===== src/rtl/lsp_pkg.sv =====
// Package for the LED status pattern generator: event codes, controller states,
// divider status type and the narrow percent helpers. No dependencies.
`timescale 1ns / 1ps

package lsp_pkg;

	typedef enum logic [2:0] {
		FN_INIT        = 3'd0,
		FN_PROGRESS    = 3'd1,
		FN_READY       = 3'd2,
		FN_ERROR       = 3'd3,
		FN_PAUSED      = 3'd4,
		FN_OFF         = 3'd5,
		FN_SEND_FAILED = 3'd6
	} func_t;

	typedef enum logic [1:0] {
		ST_IDLE,
		ST_DIV,
		ST_DECIDE,
		ST_EMIT
	} state_t;

	localparam int QUO_W = 7;
	localparam int DIV_STEPS = QUO_W + 1;
	localparam int DIV_CNT_W = $clog2(DIV_STEPS);

	localparam logic [QUO_W-1:0] PCT_FULL    = 7'd100;
	localparam logic [4:0]       STEP_NONE   = 5'd31;
	localparam logic [7:0]       BYTE_FULL   = 8'hFF;
	localparam logic [7:0]       DELAY_BLINK = 8'h20;
	localparam logic [7:0]       RED_PAUSE   = 8'h80;
	localparam int               BLINK_BIT   = 2;

	typedef struct packed {
		logic             done;
		logic [QUO_W-1:0] pct;
	} div_stat_t;

	// percent / 5 for percent up to 100
	function automatic logic [4:0] step_of(input logic [QUO_W-1:0] pct);
		logic [14:0] p;
		p = 15'(pct) * 15'd205;
		return p[14:10];
	endfunction

	// percent * 255 / 100 for percent up to 100
	function automatic logic [7:0] green_of(input logic [QUO_W-1:0] pct);
		logic [14:0] v;
		logic [27:0] m;
		v = {pct, 8'b0} - 15'(pct);
		m = 28'(v) * 28'd5243;
		return m[26:19];
	endfunction

endpackage


===== src/rtl/lsp_if.sv =====
// Handshake channels of the LED status pattern generator: status event words in,
// pattern slot words out. Depends on nothing.
`timescale 1ns / 1ps

interface lsp_evt_if #(parameter int COUNT_WIDTH = 48);
	logic                   valid;
	logic                   ready;
	logic [2:0]             func;
	logic [COUNT_WIDTH-1:0] done_req;
	logic [COUNT_WIDTH-1:0] total;

	modport source(output valid, func, done_req, total, input ready);
	modport sink(input valid, func, done_req, total, output ready);
endinterface

interface lsp_pat_if;
	logic       valid;
	logic       ready;
	logic [4:0] slot;
	logic [7:0] red;
	logic [7:0] green;
	logic [7:0] blue;
	logic [7:0] step_delay;
	logic [7:0] smoothing;
	logic [7:0] loop_hold;
	logic       last;

	modport source(output valid, slot, red, green, blue, step_delay, smoothing,
		loop_hold, last, input ready);
	modport sink(input valid, slot, red, green, blue, step_delay, smoothing,
		loop_hold, last, output ready);
endinterface


===== src/rtl/lsp_div.sv =====
// Percent divider: one quotient bit per cycle of done*100 / total, saturated to 100.
// Depends on lsp_pkg.
`timescale 1ns / 1ps

module lsp_div #(
	parameter int COUNT_WIDTH = 48
) (
	input  logic                     clk,
	input  logic                     arst_n,
	input  logic                     start,
	input  logic [COUNT_WIDTH+6:0]   dividend,
	input  logic [COUNT_WIDTH-1:0]   divisor,
	output lsp_pkg::div_stat_t       stat
);
	import lsp_pkg::*;

	localparam int NW = COUNT_WIDTH + QUO_W;

	logic                 run_q;
	logic                 done_q;
	logic [DIV_CNT_W-1:0] cnt_q;
	logic [NW-1:0]        rem_q;
	logic [NW-1:0]        den_q;
	logic [QUO_W-1:0]     quo_q;
	logic                 sat_q;
	logic                 zero_q;
	logic                 ge;

	assign ge = rem_q >= den_q;

	always_ff @(posedge clk or negedge arst_n) begin
		if (!arst_n) begin
			run_q  <= 1'b0;
			done_q <= 1'b0;
			cnt_q  <= '0;
		end else begin
			done_q <= 1'b0;
			if (start) begin
				run_q <= 1'b1;
				cnt_q <= '0;
			end else if (run_q) begin
				cnt_q <= cnt_q + 1'b1;
				if (cnt_q == DIV_CNT_W'(DIV_STEPS - 1)) begin
					run_q  <= 1'b0;
					done_q <= 1'b1;
				end
			end
		end
	end

	// shift the divisor down one place per step, trial subtract
	always_ff @(posedge clk) begin
		if (start) begin
			rem_q  <= dividend;
			den_q  <= {divisor, {QUO_W{1'b0}}};
			quo_q  <= '0;
			sat_q  <= 1'b0;
			zero_q <= (divisor == '0);
		end else if (run_q) begin
			if (ge)
				rem_q <= rem_q - den_q;
			den_q <= den_q >> 1;
			if (cnt_q == '0)
				sat_q <= ge;
			else
				quo_q <= {quo_q[QUO_W-2:0], ge};
		end
	end

	always_comb begin
		stat.done = done_q;
		if (zero_q)
			stat.pct = '0;
		else if (sat_q || (quo_q > PCT_FULL))
			stat.pct = PCT_FULL;
		else
			stat.pct = quo_q;
	end

endmodule


===== src/rtl/led_status_pattern_generator_unit.sv =====
// LED status pattern generator top level: event decode, percent bookkeeping and
// slot emission. Depends on lsp_pkg, lsp_if and lsp_div.
// Slot 0 is offered in the cycle after acceptance; a progress event first divides, hands over and checks.
// One event at a time; an emitting event holds the input until its final slot is taken,
// one slot word per cycle while the sink takes it.
// Reset: step memory to none, failure flag cleared, no word pending.
`timescale 1ns / 1ps

module led_status_pattern_generator_unit #(
	parameter int PATTERN_LEN = 32,
	parameter int COUNT_WIDTH = 48
) (
	input logic       clk,
	input logic       arst_n,
	lsp_evt_if.sink   evt,
	lsp_pat_if.source pat
);
	import lsp_pkg::*;

	localparam int NW    = COUNT_WIDTH + QUO_W;
	localparam int CNT_W = $clog2(PATTERN_LEN);

	state_t           state_q, state_d;
	logic [4:0]       last_q;
	logic             failed_q;
	logic [CNT_W-1:0] cnt_q;
	logic [7:0]       red_q, green_q, blue_q;
	logic             blink_q, solid_q;
	logic [QUO_W-1:0] pct_q;

	func_t            fn;
	logic             take;
	logic             slot_done;
	logic             div_start;
	logic [NW-1:0]    dividend;
	logic [4:0]       step;
	logic [7:0]       green_val;
	logic             lit;
	div_stat_t        div_stat;

	assign fn        = func_t'(evt.func);
	assign take      = evt.valid && evt.ready;
	assign slot_done = pat.valid && pat.ready;
	assign dividend  = (NW'(evt.done_req) << 6) + (NW'(evt.done_req) << 5)
		+ (NW'(evt.done_req) << 2);
	assign step      = step_of(pct_q);
	assign green_val = green_of(pct_q);

	lsp_div #(.COUNT_WIDTH(COUNT_WIDTH)) u_div (
		.clk      (clk),
		.arst_n   (arst_n),
		.start    (div_start),
		.dividend (dividend),
		.divisor  (evt.total),
		.stat     (div_stat)
	);

	always_comb begin
		state_d = state_q;
		unique case (state_q)
			ST_IDLE: begin
				if (evt.valid) begin
					unique case (fn) inside
						FN_INIT:     state_d = ST_EMIT;
						FN_PROGRESS: state_d = ST_DIV;
						FN_READY, FN_ERROR, FN_PAUSED, FN_OFF:
							state_d = failed_q ? ST_IDLE : ST_EMIT;
						default:     state_d = ST_IDLE;
					endcase
				end
			end
			ST_DIV: begin
				if (div_stat.done)
					state_d = ST_DECIDE;
			end
			ST_DECIDE: begin
				if (step == last_q || failed_q)
					state_d = ST_IDLE;
				else
					state_d = ST_EMIT;
			end
			ST_EMIT: begin
				if (slot_done && pat.last)
					state_d = ST_IDLE;
			end
			default: state_d = ST_IDLE;
		endcase
	end

	always_comb begin
		evt.ready = (state_q == ST_IDLE);
		pat.valid = (state_q == ST_EMIT);
		div_start = (state_q == ST_IDLE) && evt.valid && (fn == FN_PROGRESS);
	end

	assign lit            = !blink_q || !cnt_q[BLINK_BIT];
	assign pat.slot       = 5'(cnt_q);
	assign pat.red        = lit ? red_q : '0;
	assign pat.green      = lit ? green_q : '0;
	assign pat.blue       = lit ? blue_q : '0;
	assign pat.step_delay = blink_q ? DELAY_BLINK : '0;
	assign pat.smoothing  = solid_q ? BYTE_FULL : '0;
	assign pat.loop_hold  = blink_q ? BYTE_FULL : '0;
	assign pat.last       = (cnt_q == CNT_W'(PATTERN_LEN - 1));

	always_ff @(posedge clk or negedge arst_n) begin
		if (!arst_n) begin
			state_q  <= ST_IDLE;
			last_q   <= STEP_NONE;
			failed_q <= 1'b0;
			cnt_q    <= '0;
		end else begin
			state_q <= state_d;
			if (state_q != ST_EMIT)
				cnt_q <= '0;
			else if (slot_done)
				cnt_q <= cnt_q + 1'b1;
			if (take) begin
				unique case (fn) inside
					FN_INIT: begin
						failed_q <= 1'b0;
						last_q   <= STEP_NONE;
					end
					FN_READY, FN_ERROR, FN_PAUSED: last_q <= STEP_NONE;
					FN_SEND_FAILED:                failed_q <= 1'b1;
					default: ;
				endcase
			end
			if (state_q == ST_DECIDE && step != last_q)
				last_q <= step;
		end
	end

	// pattern colours and animation kind
	always_ff @(posedge clk) begin
		if (div_stat.done)
			pct_q <= div_stat.pct;
		if (take) begin
			case (fn)
				FN_READY: begin
					{red_q, green_q, blue_q} <= {8'h00, BYTE_FULL, 8'h00};
					{blink_q, solid_q}       <= 2'b10;
				end
				FN_ERROR: begin
					{red_q, green_q, blue_q} <= {BYTE_FULL, 8'h00, 8'h00};
					{blink_q, solid_q}       <= 2'b10;
				end
				FN_PAUSED: begin
					{red_q, green_q, blue_q} <= {RED_PAUSE, 8'h00, BYTE_FULL};
					{blink_q, solid_q}       <= 2'b01;
				end
				default: begin
					{red_q, green_q, blue_q} <= '0;
					{blink_q, solid_q}       <= 2'b00;
				end
			endcase
		end else if (state_q == ST_DECIDE) begin
			{red_q, green_q, blue_q} <= {8'h00, green_val, ~green_val};
			{blink_q, solid_q}       <= 2'b01;
		end
	end

	a_idle_when_accept: assert property (@(posedge clk) disable iff (!arst_n)
		take |-> !pat.valid)
		else $error("event word taken while a pattern is out");

	a_pattern_ends: assert property (@(posedge clk) disable iff (!arst_n)
		slot_done && pat.last |=> !pat.valid)
		else $error("slot words continue past the final slot");

	a_no_output_failed: assert property (@(posedge clk) disable iff (!arst_n)
		pat.valid |-> !failed_q)
		else $error("pattern emitted while failure latched");

	a_div_in_state: assert property (@(posedge clk) disable iff (!arst_n)
		div_stat.done |-> state_q == ST_DIV)
		else $error("divider finished outside the divide state");

	a_step_range: assert property (@(posedge clk) disable iff (!arst_n)
		(last_q <= 5'd20) || (last_q == STEP_NONE))
		else $error("step memory holds an impossible step");

endmodule

===== src/flat_wrapper.sv =====
// flat-port wrapper written by rule: the top's interface ports become plain ports
module led_status_pattern_generator_unit_flat import lsp_pkg::*;
#(
	parameter int PATTERN_LEN = 32,
	parameter int COUNT_WIDTH = 48
)
  (clk, arst_n, evt_valid, evt_func, evt_done_req, evt_total, evt_ready, pat_valid, pat_slot, pat_red, pat_green, pat_blue, pat_step_delay, pat_smoothing, pat_loop_hold, pat_last, pat_ready);
  lsp_evt_if #(.COUNT_WIDTH(COUNT_WIDTH)) evt_i ();
  lsp_pat_if pat_i ();
  input logic clk;
  input logic arst_n;
  input wire logic [$bits(evt_i.valid)-1:0] evt_valid;
  input wire logic [$bits(evt_i.func)-1:0] evt_func;
  input wire logic [$bits(evt_i.done_req)-1:0] evt_done_req;
  input wire logic [$bits(evt_i.total)-1:0] evt_total;
  output wire logic [$bits(evt_i.ready)-1:0] evt_ready;
  output wire logic [$bits(pat_i.valid)-1:0] pat_valid;
  output wire logic [$bits(pat_i.slot)-1:0] pat_slot;
  output wire logic [$bits(pat_i.red)-1:0] pat_red;
  output wire logic [$bits(pat_i.green)-1:0] pat_green;
  output wire logic [$bits(pat_i.blue)-1:0] pat_blue;
  output wire logic [$bits(pat_i.step_delay)-1:0] pat_step_delay;
  output wire logic [$bits(pat_i.smoothing)-1:0] pat_smoothing;
  output wire logic [$bits(pat_i.loop_hold)-1:0] pat_loop_hold;
  output wire logic [$bits(pat_i.last)-1:0] pat_last;
  input wire logic [$bits(pat_i.ready)-1:0] pat_ready;
  assign evt_i.valid = evt_valid;
  assign evt_i.func = evt_func;
  assign evt_i.done_req = evt_done_req;
  assign evt_i.total = evt_total;
  assign evt_ready = evt_i.ready;
  assign pat_valid = pat_i.valid;
  assign pat_slot = pat_i.slot;
  assign pat_red = pat_i.red;
  assign pat_green = pat_i.green;
  assign pat_blue = pat_i.blue;
  assign pat_step_delay = pat_i.step_delay;
  assign pat_smoothing = pat_i.smoothing;
  assign pat_loop_hold = pat_i.loop_hold;
  assign pat_last = pat_i.last;
  assign pat_i.ready = pat_ready;
  led_status_pattern_generator_unit #(.PATTERN_LEN(PATTERN_LEN), .COUNT_WIDTH(COUNT_WIDTH)) u_core (.clk(clk), .arst_n(arst_n), .evt(evt_i), .pat(pat_i));
endmodule

===== config.mk =====
export PLATFORM = sky130hd
export DESIGN_NAME = led_status_pattern_generator_unit_flat
export DESIGN_NICKNAME = d
export VERILOG_FILES = /design/src/rtl/lsp_pkg.sv /design/src/rtl/lsp_if.sv /design/src/rtl/lsp_div.sv /design/src/rtl/led_status_pattern_generator_unit.sv /design/src/flat_wrapper.sv
export SDC_FILE = /design/constraint.sdc
export NUM_CORES = 1
export LEC_CHECK = 0
export BUFFER_PORTS_ARGS = -buffer_cell sky130_fd_sc_hd__buf_2
export CORE_ASPECT_RATIO = 0.9
export CORE_MARGIN = 2
export CORE_UTILIZATION = 40
export CTS_CLUSTER_SIZE = 8
export DETAILED_ROUTE_END_ITERATION = 10
export PLACE_DENSITY = 0.56
export SYNTH_ARGS = -nofsm -noshare
export SYNTH_HDL_FRONTEND = slang
export SYNTH_SLANG_ARGS = --single-unit

===== constraint.sdc =====
create_clock -name clk -period 16.7 [get_ports clk]
set_input_delay 3.34 -clock clk [delete_from_list [all_inputs] [get_ports clk]]
set_output_delay 3.34 -clock clk [all_outputs]
set_load 0.005 [all_outputs]

# Yosys cells after proc, flatten, opt, wreduce, memory -nomap -nowiden
# Cells that the tools add are included.
[totals]
ff_bits = 170
in_bits = 103
output_inout_bits = 56
[op_classes]
add_sub_neg = 6
mul = 2
magnitude_cmp = 2
n_eq_ne = 17
n_mux = 48
bitwise_logic = 2
n_reduce_logical = 31
[ops]
columns = ["cell", "n"]
rows = [
  ["two-way mux 55 bit", 5],
  ["two-way mux 8 bit", 13],
  ["adder 54 x 53 -> 55 bit", 1],
  ["adder 55 x 50 -> 55 bit", 1],
  [">= comparator 55 bit", 1],
  ["subtractor 55 bit", 1],
  ["zero test 48 bit", 1],
  ["multiplier 15 x 13 -> 27 bit, second input constant", 1],
  ["two-way mux 5 bit", 5],
  ["one-hot mux 8 bit (2 select lines)", 1],
  ["multiplier 7 x 8 -> 15 bit, second input constant", 1],
  ["subtractor 15 x 7 -> 15 bit", 1],
  ["nonzero test 2 bit", 7],
  ["== test 3 bit, second input constant", 4],
  ["two-way mux 1 bit", 12],
  ["two-way mux 2 bit", 5],
  ["AND reduction 2 bit", 5],
  ["inequality test 2 bit, second input constant", 4],
  ["inverter 8 bit", 1],
  ["one-hot mux 2 bit (4 select lines)", 1],
  ["OR reduction 4 bit", 2],
  ["greater-than comparator 7 bit, second input constant", 1],
  ["two-way mux 7 bit", 1],
  ["== test 3 x 2 -> 1 bit, second input constant", 2],
  ["20 further kinds", 31],
]

# Longest topological paths before layout
# Gate-level depths: netlist of the first run.
[depth]
ltp_word = 5
mapped_depth = 30
mapped_depth_nobuf = 29

# By module
# A second synthesis of the first run with hierarchy kept.
[unflattened]
hier_cells = 2121
hier_area_um2 = 19125.8
[modules_own_cells]
columns = ["mod", "n_inst", "cells_per_inst", "area_per_inst_um2", "seq_area_each_um2"]
rows = [
  ["led_status_pattern_generator_unit", 1, 1156, 10426.2, 1142.3],
  ["lsp_div", 1, 965, 8699.6, 3548.4],
]

# Worst setup path before layout of the first run
# Ideal clock, no wire load.
[synth_timing]
kind = "flip-flop to flip-flop"
startpoint = "register u_core.pct_q[1]"
endpoint = "register u_core.green_q[7] (data pin)"
setup_ps = 256
t_arrival_ps = 6255
setup_slack_ps = 10189
path_stages_with_launch = 28
n_path_buf = 0
period_less_slack_ps = 6511
path_cell_list = "edfxtp_1 > inv_1 > ha_1 > nor2b_1 > and3_1 > inv_1 > nand3_1 > xnor2_1 > inv_1 > fa_1 > inv_1 > ha_1 > fa_1 > fa_1 > inv_1 > fa_1 > inv_1 > ha_1 > a21o_1 > a21o_1 > a21o_1 > nand2_1 > o211ai_1 > o41ai_1 > o21bai_1 > a21oi_1 > xnor2_1 > a22o_1"
[synth_via]
elab_chain_len = 4
[synth_lines]
columns = ["item", "line_no", "rtl"]
rows = [
  ["start: declaration", "led_status_pattern_generator_unit.sv:29", "logic [QUO_W-1:0] pct_q;"],
  ["start signal: assignment", "led_status_pattern_generator_unit.sv:137", "pct_q <= div_stat.pct;"],
  ["subtractor 15 x 7 -> 15 bit", "lsp_pkg.sv:51", "v = {pct, 8'b0} - 15'(pct);"],
  ["multiplier 15 x 13 -> 27 bit", "lsp_pkg.sv:52", "m = 28'(v) * 28'd5243;"],
  ["two-way mux 8 bit", "led_status_pattern_generator_unit.sv:157", "end else if (state_q == ST_DECIDE) begin"],
  ["two-way mux 8 bit", "led_status_pattern_generator_unit.sv:138", "if (take) begin"],
  ["end signal: assignment", "led_status_pattern_generator_unit.sv:141", "{red_q, green_q, blue_q} <= {8'h00, BYTE_FULL, 8'h00};"],
  ["end signal: assignment", "led_status_pattern_generator_unit.sv:145", "{red_q, green_q, blue_q} <= {BYTE_FULL, 8'h00, 8'h00};"],
  ["end signal: assignment", "led_status_pattern_generator_unit.sv:158", "{red_q, green_q, blue_q} <= {8'h00, green_val, ~green_val};"],
  ["end: declaration", "led_status_pattern_generator_unit.sv:27", "logic [7:0] red_q, green_q, blue_q;"],
]
# No other way between the ends. The select of a mux whose other input is x is not followed.
# A chain may end at the register's enable or synchronous reset.

# Worst setup path after layout of the first run
[layout_timing]
startpoint = "register u_core.pct_q[0]"
endpoint = "register u_core.green_q[7] (data pin)"
# The elaborated chain is that of the path after synthesis.

==> results.json, run 1 <==
{
  "status": "completed",
  "critPathBufInv": 6,
  "p_seq_frac": 0.192,
  "grt_max_degree": 64,
  "worstReg2RegEnd": "u_core.green_q[7]",
  "ys_types": 80,
  "fin_nets": 2678,
  "synth-async-reset-ratio": 0.110,
  "hold_viol_final": 0,
  "place_hpwl_um": 40200,
  "syn_inst": 2120,
  "io_pins": 159,
  "finalSetupViolCount": 0,
  "setup-tns-final_ps": 0,
  "tightest_slew_ps": 1150,
  "p_leak_uw": 0.00951,
  "cts_hold_buf": 0,
  "holdWs_ps": 522,
  "path_depth": 26,
  "synth_edf_count": 131,
  "cts_made_buffers": 17,
  "slew_headroom": 0.227,
  "combPwrFrac": 0.721,
  "synth-seq-area-share": 0.246,
  "cap_violations": 0,
  "cellPowerDensity_nw_per_um2": 223,
  "irDropWorstVdd_mv": 0.150,
  "syn2layout_area_growth_pct": 8.83,
  "p_clk_frac": 0.087,
  "maxSlewViolCount": 0,
  "vias": 15100,
  "syn_area_um2": 19000,
  "dp_cells": 2799,
  "fin_crit_sh": 0.435,
  "design.die.area_um2": 49400,
  "synth-seq-cells": 164,
  "grt-ovfl-total": 0,
  "cp_data_required_time_ps": 16910,
  "start_util": 0.407,
  "min_period_ps": 7270,
  "track_usage": 0.204,
  "crit_path_frequent_cell": "inv_1",
  "worst-endpoint-arrival_ps": 7470,
  "drc_errors": 0,
  "worstSetupPathType": "reg2reg",
  "root_buffer": "clkbuf_16",
  "slowest_delay_ps": 760,
  "max_freq_mhz": 138,
  "p_sw_frac": 0.482,
  "core-area_um2": 46800,
  "postRouteAntennaNets": 0,
  "grt_pass1_wl_um": 79500,
  "vias_per_cell": 5.33,
  "clk_latency_ps": 460,
  "globalplace.congestion": 0.917,
  "crit_family": "adder cells",
  "power_switching_uw": 2230,
  "critical_path.max_fanout": 15,
  "synth-main-ff-cell": "edfxtp_1",
  "cts.reportedPaths.clkPinSlew_ps": 80,
  "drt_first_pass_iters": 8,
  "startpoint": "u_core.pct_q[0]",
  "cts_tree": "done",
  "endpoint_kind": "register",
  "htreeDepth": 4,
  "first_iter_violations": 906,
  "startpoint_type": "register",
  "crit_slowest_cell": "edfxtp_1",
  "regToRegStartpoint": "u_core.pct_q[0]",
  "rrSetupSlack_ps": 9430,
  "post_cts_buffers": 0,
  "syn_avg_cell_area_um2": 8.98,
  "die_h_um": 211,
  "wl_per_cell_um": 17.3,
  "num_rows": 75,
  "hold_path_class": "reg2reg",
  "p_int_uw": 2390,
  "clockBufferDepth": 2,
  "cts-resized-gates": 0,
  "most-common-layout-cells": "inv_1 (270), ha_1 (254), nand2_1 (177)",
  "fin_cells": 2832,
  "cts_sinks": 164,
  "final_common_cell": "inv_1",
  "die_w_um": 234,
  "rsz0062_at_grt": "no",
  "synth_warnings": 0,
  "layout-drive-gt1-share": 0.0989,
  "placement.io_buffers": 151,
  "antenna_found_initial": 2,
  "first_global_vias": 15100,
  "ff2ff_path_depth": 26,
  "routed_wl_um": 48900,
  "finClkSkew_ps": 19.1,
  "crit_path_end": "u_core.green_q[7]"
}
how the worst min path moves through the flow:
stage / startpoint / endpoint / depth (start not counted) / slack, ps
detailed placement: u_core.u_div.den_q[7] / u_core.u_div.den_q[6] / 2 / 510
global route: u_core.u_div.quo_q[6] / u_core.u_div.quo_q[6] / 2 / 560
CTS: u_core.u_div.den_q[7] / u_core.u_div.den_q[6] / 2 / 530
finish: u_core.u_div.den_q[7] / u_core.u_div.den_q[6] / 2 / 520
global placement: u_core.u_div.den_q[0] / u_core.u_div.den_q[0] / 2 / 480
floorplan: u_core.u_div.den_q[0] / u_core.u_div.den_q[0] / 2 / 460
cell usage after synthesis, drive strengths merged, types with 5 or more instances:
master,instances,area share
a211oi,15,0.0062
a21boi,6,0.0024
a21o,57,0.022
a21oi,164,0.043
a31oi,10,0.0041
and2,33,0.011
and3,18,0.0059
and4,5,0.0023
buf,35,0.013
clkbuf,66,0.013
dfrtp,13,0.017
dfstp,5,0.0069
dfxtp,15,0.016
edfxtp,131,0.21
fa,119,0.13
ha,254,0.17
inv,271,0.053
mux2i,25,0.013
nand2,180,0.036
nand2b,11,0.0036
nand3,31,0.0081
nand4,34,0.011
nor2,138,0.027
nor2b,12,0.0039
nor3,20,0.0055
nor4,17,0.0056
o211ai,10,0.0039
o21a,19,0.0075
o21ai,107,0.028
o21bai,20,0.0079
o22ai,5,0.0016
o31ai,57,0.022
o41ai,6,0.0041
or2,8,0.0026
or3,13,0.0043
xnor2,76,0.035
xor2,54,0.025
tightest hold or removal path: stages (launching register included):
cell and delay, ps:
edfxtp_1 350, mux2i_1 70, nor2_1 70
state kept, by name (all words and copies together) (netlist names), 2 cells and up:
name and cells:
u_core.u_div.den_q 55, u_core.u_div.rem_q 55, u_core.blue_q 8, u_core.green_q 8
u_core.pct_q 7, u_core.u_div.quo_q 7, u_core.last_q 5, u_core.pat.slot 5
u_core.u_div.cnt_q 3, u_core.red_q 2, u_core.state_q 2
power by group through the flow:
stage / clock network (uW) / registers, uW / logic (uW)
2_1_floorplan: 0 / 864 / 2560
3_5_place_dp: 0 / 897 / 3310
5_1_grt: 423 / 912 / 3820
3_3_place_gp: 0 / 893 / 3270
6_report: 401 / 889 / 3330
4_1_cts: 410 / 890 / 3340
cell families (layout without fill, tap and decap cells):
group / after synthesis / in the layout / synth area share
flip-flops: 164 / 164 / 0.246
other: 1 / 8 / 0.000197
adder cells (fa/ha/maj): 373 / 373 / 0.292
multiplexers: 26 / 26 / 0.0137
AND/OR/NAND/NOR: 536 / 536 / 0.134
AO/OA/AOI/OAI: 518 / 518 / 0.174
buffers and inverters: 372 / 461 / 0.0797
XOR/XNOR: 130 / 130 / 0.0602
per-layer routing:
layer / share of wire / global-route usage
met5: 0.00020 / 0
met4: 0.025 / 0.0646
met3: 0.044 / 0.0240
met2: 0.45 / 0.322
met1: 0.48 / 0.291
final cells by class:
class                   instances  area (um^2)
repair buffers                158          808
fillers                      4648        26100
flip-flops and latches        164         4690
diodes                          1         2.50
clock inverters                10         82.6
inverters                     271         1020
well taps                     616          771
clock buffers                  22          487
multi-input cells            1590        12900
through the flow:
stage / utilization / power, uW / worst slack (ps) / instance area [um^2]
2_1_floorplan: - / 3420 / 10190 / 19100
3_3_place_gp: 0.430 / 4160 / 9480 / 20100
3_5_place_dp: 0.430 / 4210 / 9430 / 20100
4_1_cts: 0.442 / 4640 / 9430 / 20700
5_1_grt: 0.442 / 5160 / 8930 / 20700
6_report: 0.442 / 4620 / 9430 / 20700
(Power assumes the default switching activity.)
==> run 2: changes to the inputs <==
--- a/config.mk
+++ b/config.mk
@@ -11,7 +11,7 @@
 export CORE_UTILIZATION = 40
 export CTS_CLUSTER_SIZE = 8
 export DETAILED_ROUTE_END_ITERATION = 10
-export PLACE_DENSITY = 0.56
+export PLACE_DENSITY = 0.58
 export SYNTH_ARGS = -nofsm -noshare
 export SYNTH_HDL_FRONTEND = slang
 export SYNTH_SLANG_ARGS = --single-unit
==> constraint.sdc (replaced) <==
create_clock -name clk -period 5.9 [get_ports clk]
set_input_delay 1.18 -clock clk [delete_from_list [all_inputs] [get_ports clk]]
set_output_delay 1.18 -clock clk [all_outputs]
set_load 0.005 [all_outputs]
==> results.json, run 2 (synthesized netlist as in run 1, its figures left out) <==
{
  "status": "finished with violations",
  "violations": "negative setup slack",
  "grt_busiest_layer": "met2",
  "fin_crit_sh": 1.01,
  "irDropWorstVdd_mv": 0.433,
  "postRouteAntennaNets": 0,
  "cts_hold_buf": 0,
  "root_buffer": "clkbuf_16",
  "endpoint_kind": "register",
  "grtUsageMet3": 0.0285,
  "first_global_vias": 15500,
  "hold_start": "u_core.u_div.den_q[0]",
  "power_switching_uw": 6630,
  "cap_violations": 0,
  "cellPowerDensity_nw_per_um2": 637,
  "finClkSkew_ps": 11.9,
  "grt-ovfl-total": 0,
  "cp_data_required_time_ps": 6110,
  "cts_made_buffers": 17,
  "largestRegisters": "u_core.u_div.den_q (55), u_core.u_div.rem_q (55)",
  "vias": 15500,
  "grt_max_degree": 75,
  "first_iter_violations": 865,
  "regToRegStartpoint": "u_core.pct_q[2]",
  "die_w_um": 234,
  "crit_slowest_cell": "fa_1",
  "grtUsageMet1": 0.282,
  "htreeDepth": 4,
  "globalplace.congestion": 0.914,
  "slew_headroom": 0.267,
  "nFillCells": 4555,
  "critPathBufInv": 8,
  "min_period_ps": 5940,
  "maxSlewViolCount": 0,
  "hold_viol_final": 0,
  "finalSetupViolCount": 2,
  "fin_nets": 2762,
  "tightest_slew_ps": 1090,
  "track_usage": 0.207,
  "crit_path_frequent_cell": "fa_1",
  "placement.io_buffers": 151,
  "drt_first_pass_iters": 5,
  "num_rows": 75,
  "place_hpwl_um": 41300,
  "antenna_found_initial": 4,
  "p_sw_frac": 0.479,
  "p_int_uw": 7210,
  "fin_ws_ps": -44.3,
  "rsz0062_at_grt": "yes",
  "slowest_delay_ps": 540,
  "cts_tree": "done",
  "p_clk_frac": 0.080,
  "hold_path_class": "reg2reg",
  "most-common-layout-cells": "inv_1 (250), ha_1 (242), nand2_1 (174)",
  "drc_errors": 0,
  "cts.reportedPaths.clkPinSlew_ps": 70,
  "clockBufferDepth": 2,
  "grtUsageMet2": 0.342,
  "start_util": 0.407,
  "grt_pass1_wl_um": 80900,
  "vias_per_cell": 5.30,
  "startpoint": "u_core.pct_q[2]",
  "crit_family": "adder cells",
  "max_freq_mhz": 168,
  "routed_wl_um": 50200,
  "clk_latency_ps": 450,
  "startpoint_type": "register",
  "worst-endpoint-arrival_ps": 6150,
  "final_common_cell": "inv_1",
  "critical_path.max_fanout": 4,
  "pre_cts_ws_ps": -186,
  "core-area_um2": 46800,
  "combPwrFrac": 0.739,
  "design.die.area_um2": 49400,
  "rrSetupSlack_ps": -40,
  "cts_sinks": 164,
  "register_area_um2": 4690,
  "p_leak_uw": 0.00998,
  "syn2layout_area_growth_pct": 14.2,
  "p_seq_frac": 0.181,
  "io_pins": 159,
  "setup-tns-final_ps": -76.4,
  "layout-drive-gt1-share": 0.157,
  "die_h_um": 211,
  "multi_input_area_um2": 13200,
  "worstSetupPathType": "reg2reg",
  "wl_per_cell_um": 17.2
}
[run 2: worst reg2reg max path: cells and delay by family, from the launching register on]
kind / cells / cell delay, ps
adders and majority gates: 7 / 2540
AOI/OAI and AO/OA: 8 / 1280
buffers and inverters: 8 / 700
and+or+nand+nor: 4 / 460
DFF: 1 / 400
xor gates and xnor gates: 2 / 320
[run 2: cell type report]
class | count | area share
multi-input combinational | 1590 | 0.608
sequential | 164 | 0.216
timing repair buffer | 242 | 0.0675
inverter | 271 | 0.0477
tap | 616 | 0.0354
clock buffer | 18 | 0.0197
clock inverter | 14 | 0.00575
antenna | 2 | 0.000230
[run 2: final timing paths]
kind | endpoint | depth (start not counted)
max in group asynchronous | u_core.last_q[2] | 1
min in group asynchronous | u_core.failed_q | 1
min reg2reg | u_core.u_div.den_q[0] | 2
max | u_core.green_q[7] | 29
max reg2reg | u_core.green_q[7] | 29
min | u_core.u_div.den_q[0] | 2
[run 2: power by group through the flow]
stage / clock (uW) / combinational, uW / sequential [uW]
floorplan: 0 / 7330 / 2450
global route: 1170 / 11600 / 2570
detailed placement: 0 / 9640 / 2530
CTS: 1130 / 9830 / 2510
finish: 1110 / 10200 / 2510
global placement: 0 / 9490 / 2530
[run 2: repair_timing]
action,in CTS,in global routing
resized for setup,11,27
buffers inserted,3,12
endpoints found under the hold margin,0,0
endpoints found under the setup margin,6,15
gates cloned,0,0
pin swaps,7,21
[run 2: through the flow]
| step | cells | cell area [um^2] | utilization | power, uW | hold WS (ps) |
|---|---|---|---|---|---|
| after floorplan | 2126 | 19300 | - | 9780 | 465 |
| after global placement | 2868 | 20900 | 0.446 | 12000 | 480 |
| after detailed placement | 2868 | 20900 | 0.446 | 12200 | 505 |
| after CTS | 2903 | 21500 | 0.460 | 13500 | 521 |
| after global routing | 2915 | 21700 | 0.464 | 15400 | 551 |
| final | 2917 | 21700 | 0.464 | 13800 | 524 |
[run 2: metal layers]
layer | up-vias | wire length [um]
met1 | 7352 | 23600
met5 | - | 0
met4 | 0 | 1260
met2 | 355 | 23000
li1 | 7712 | -
met3 | 54 | 2340
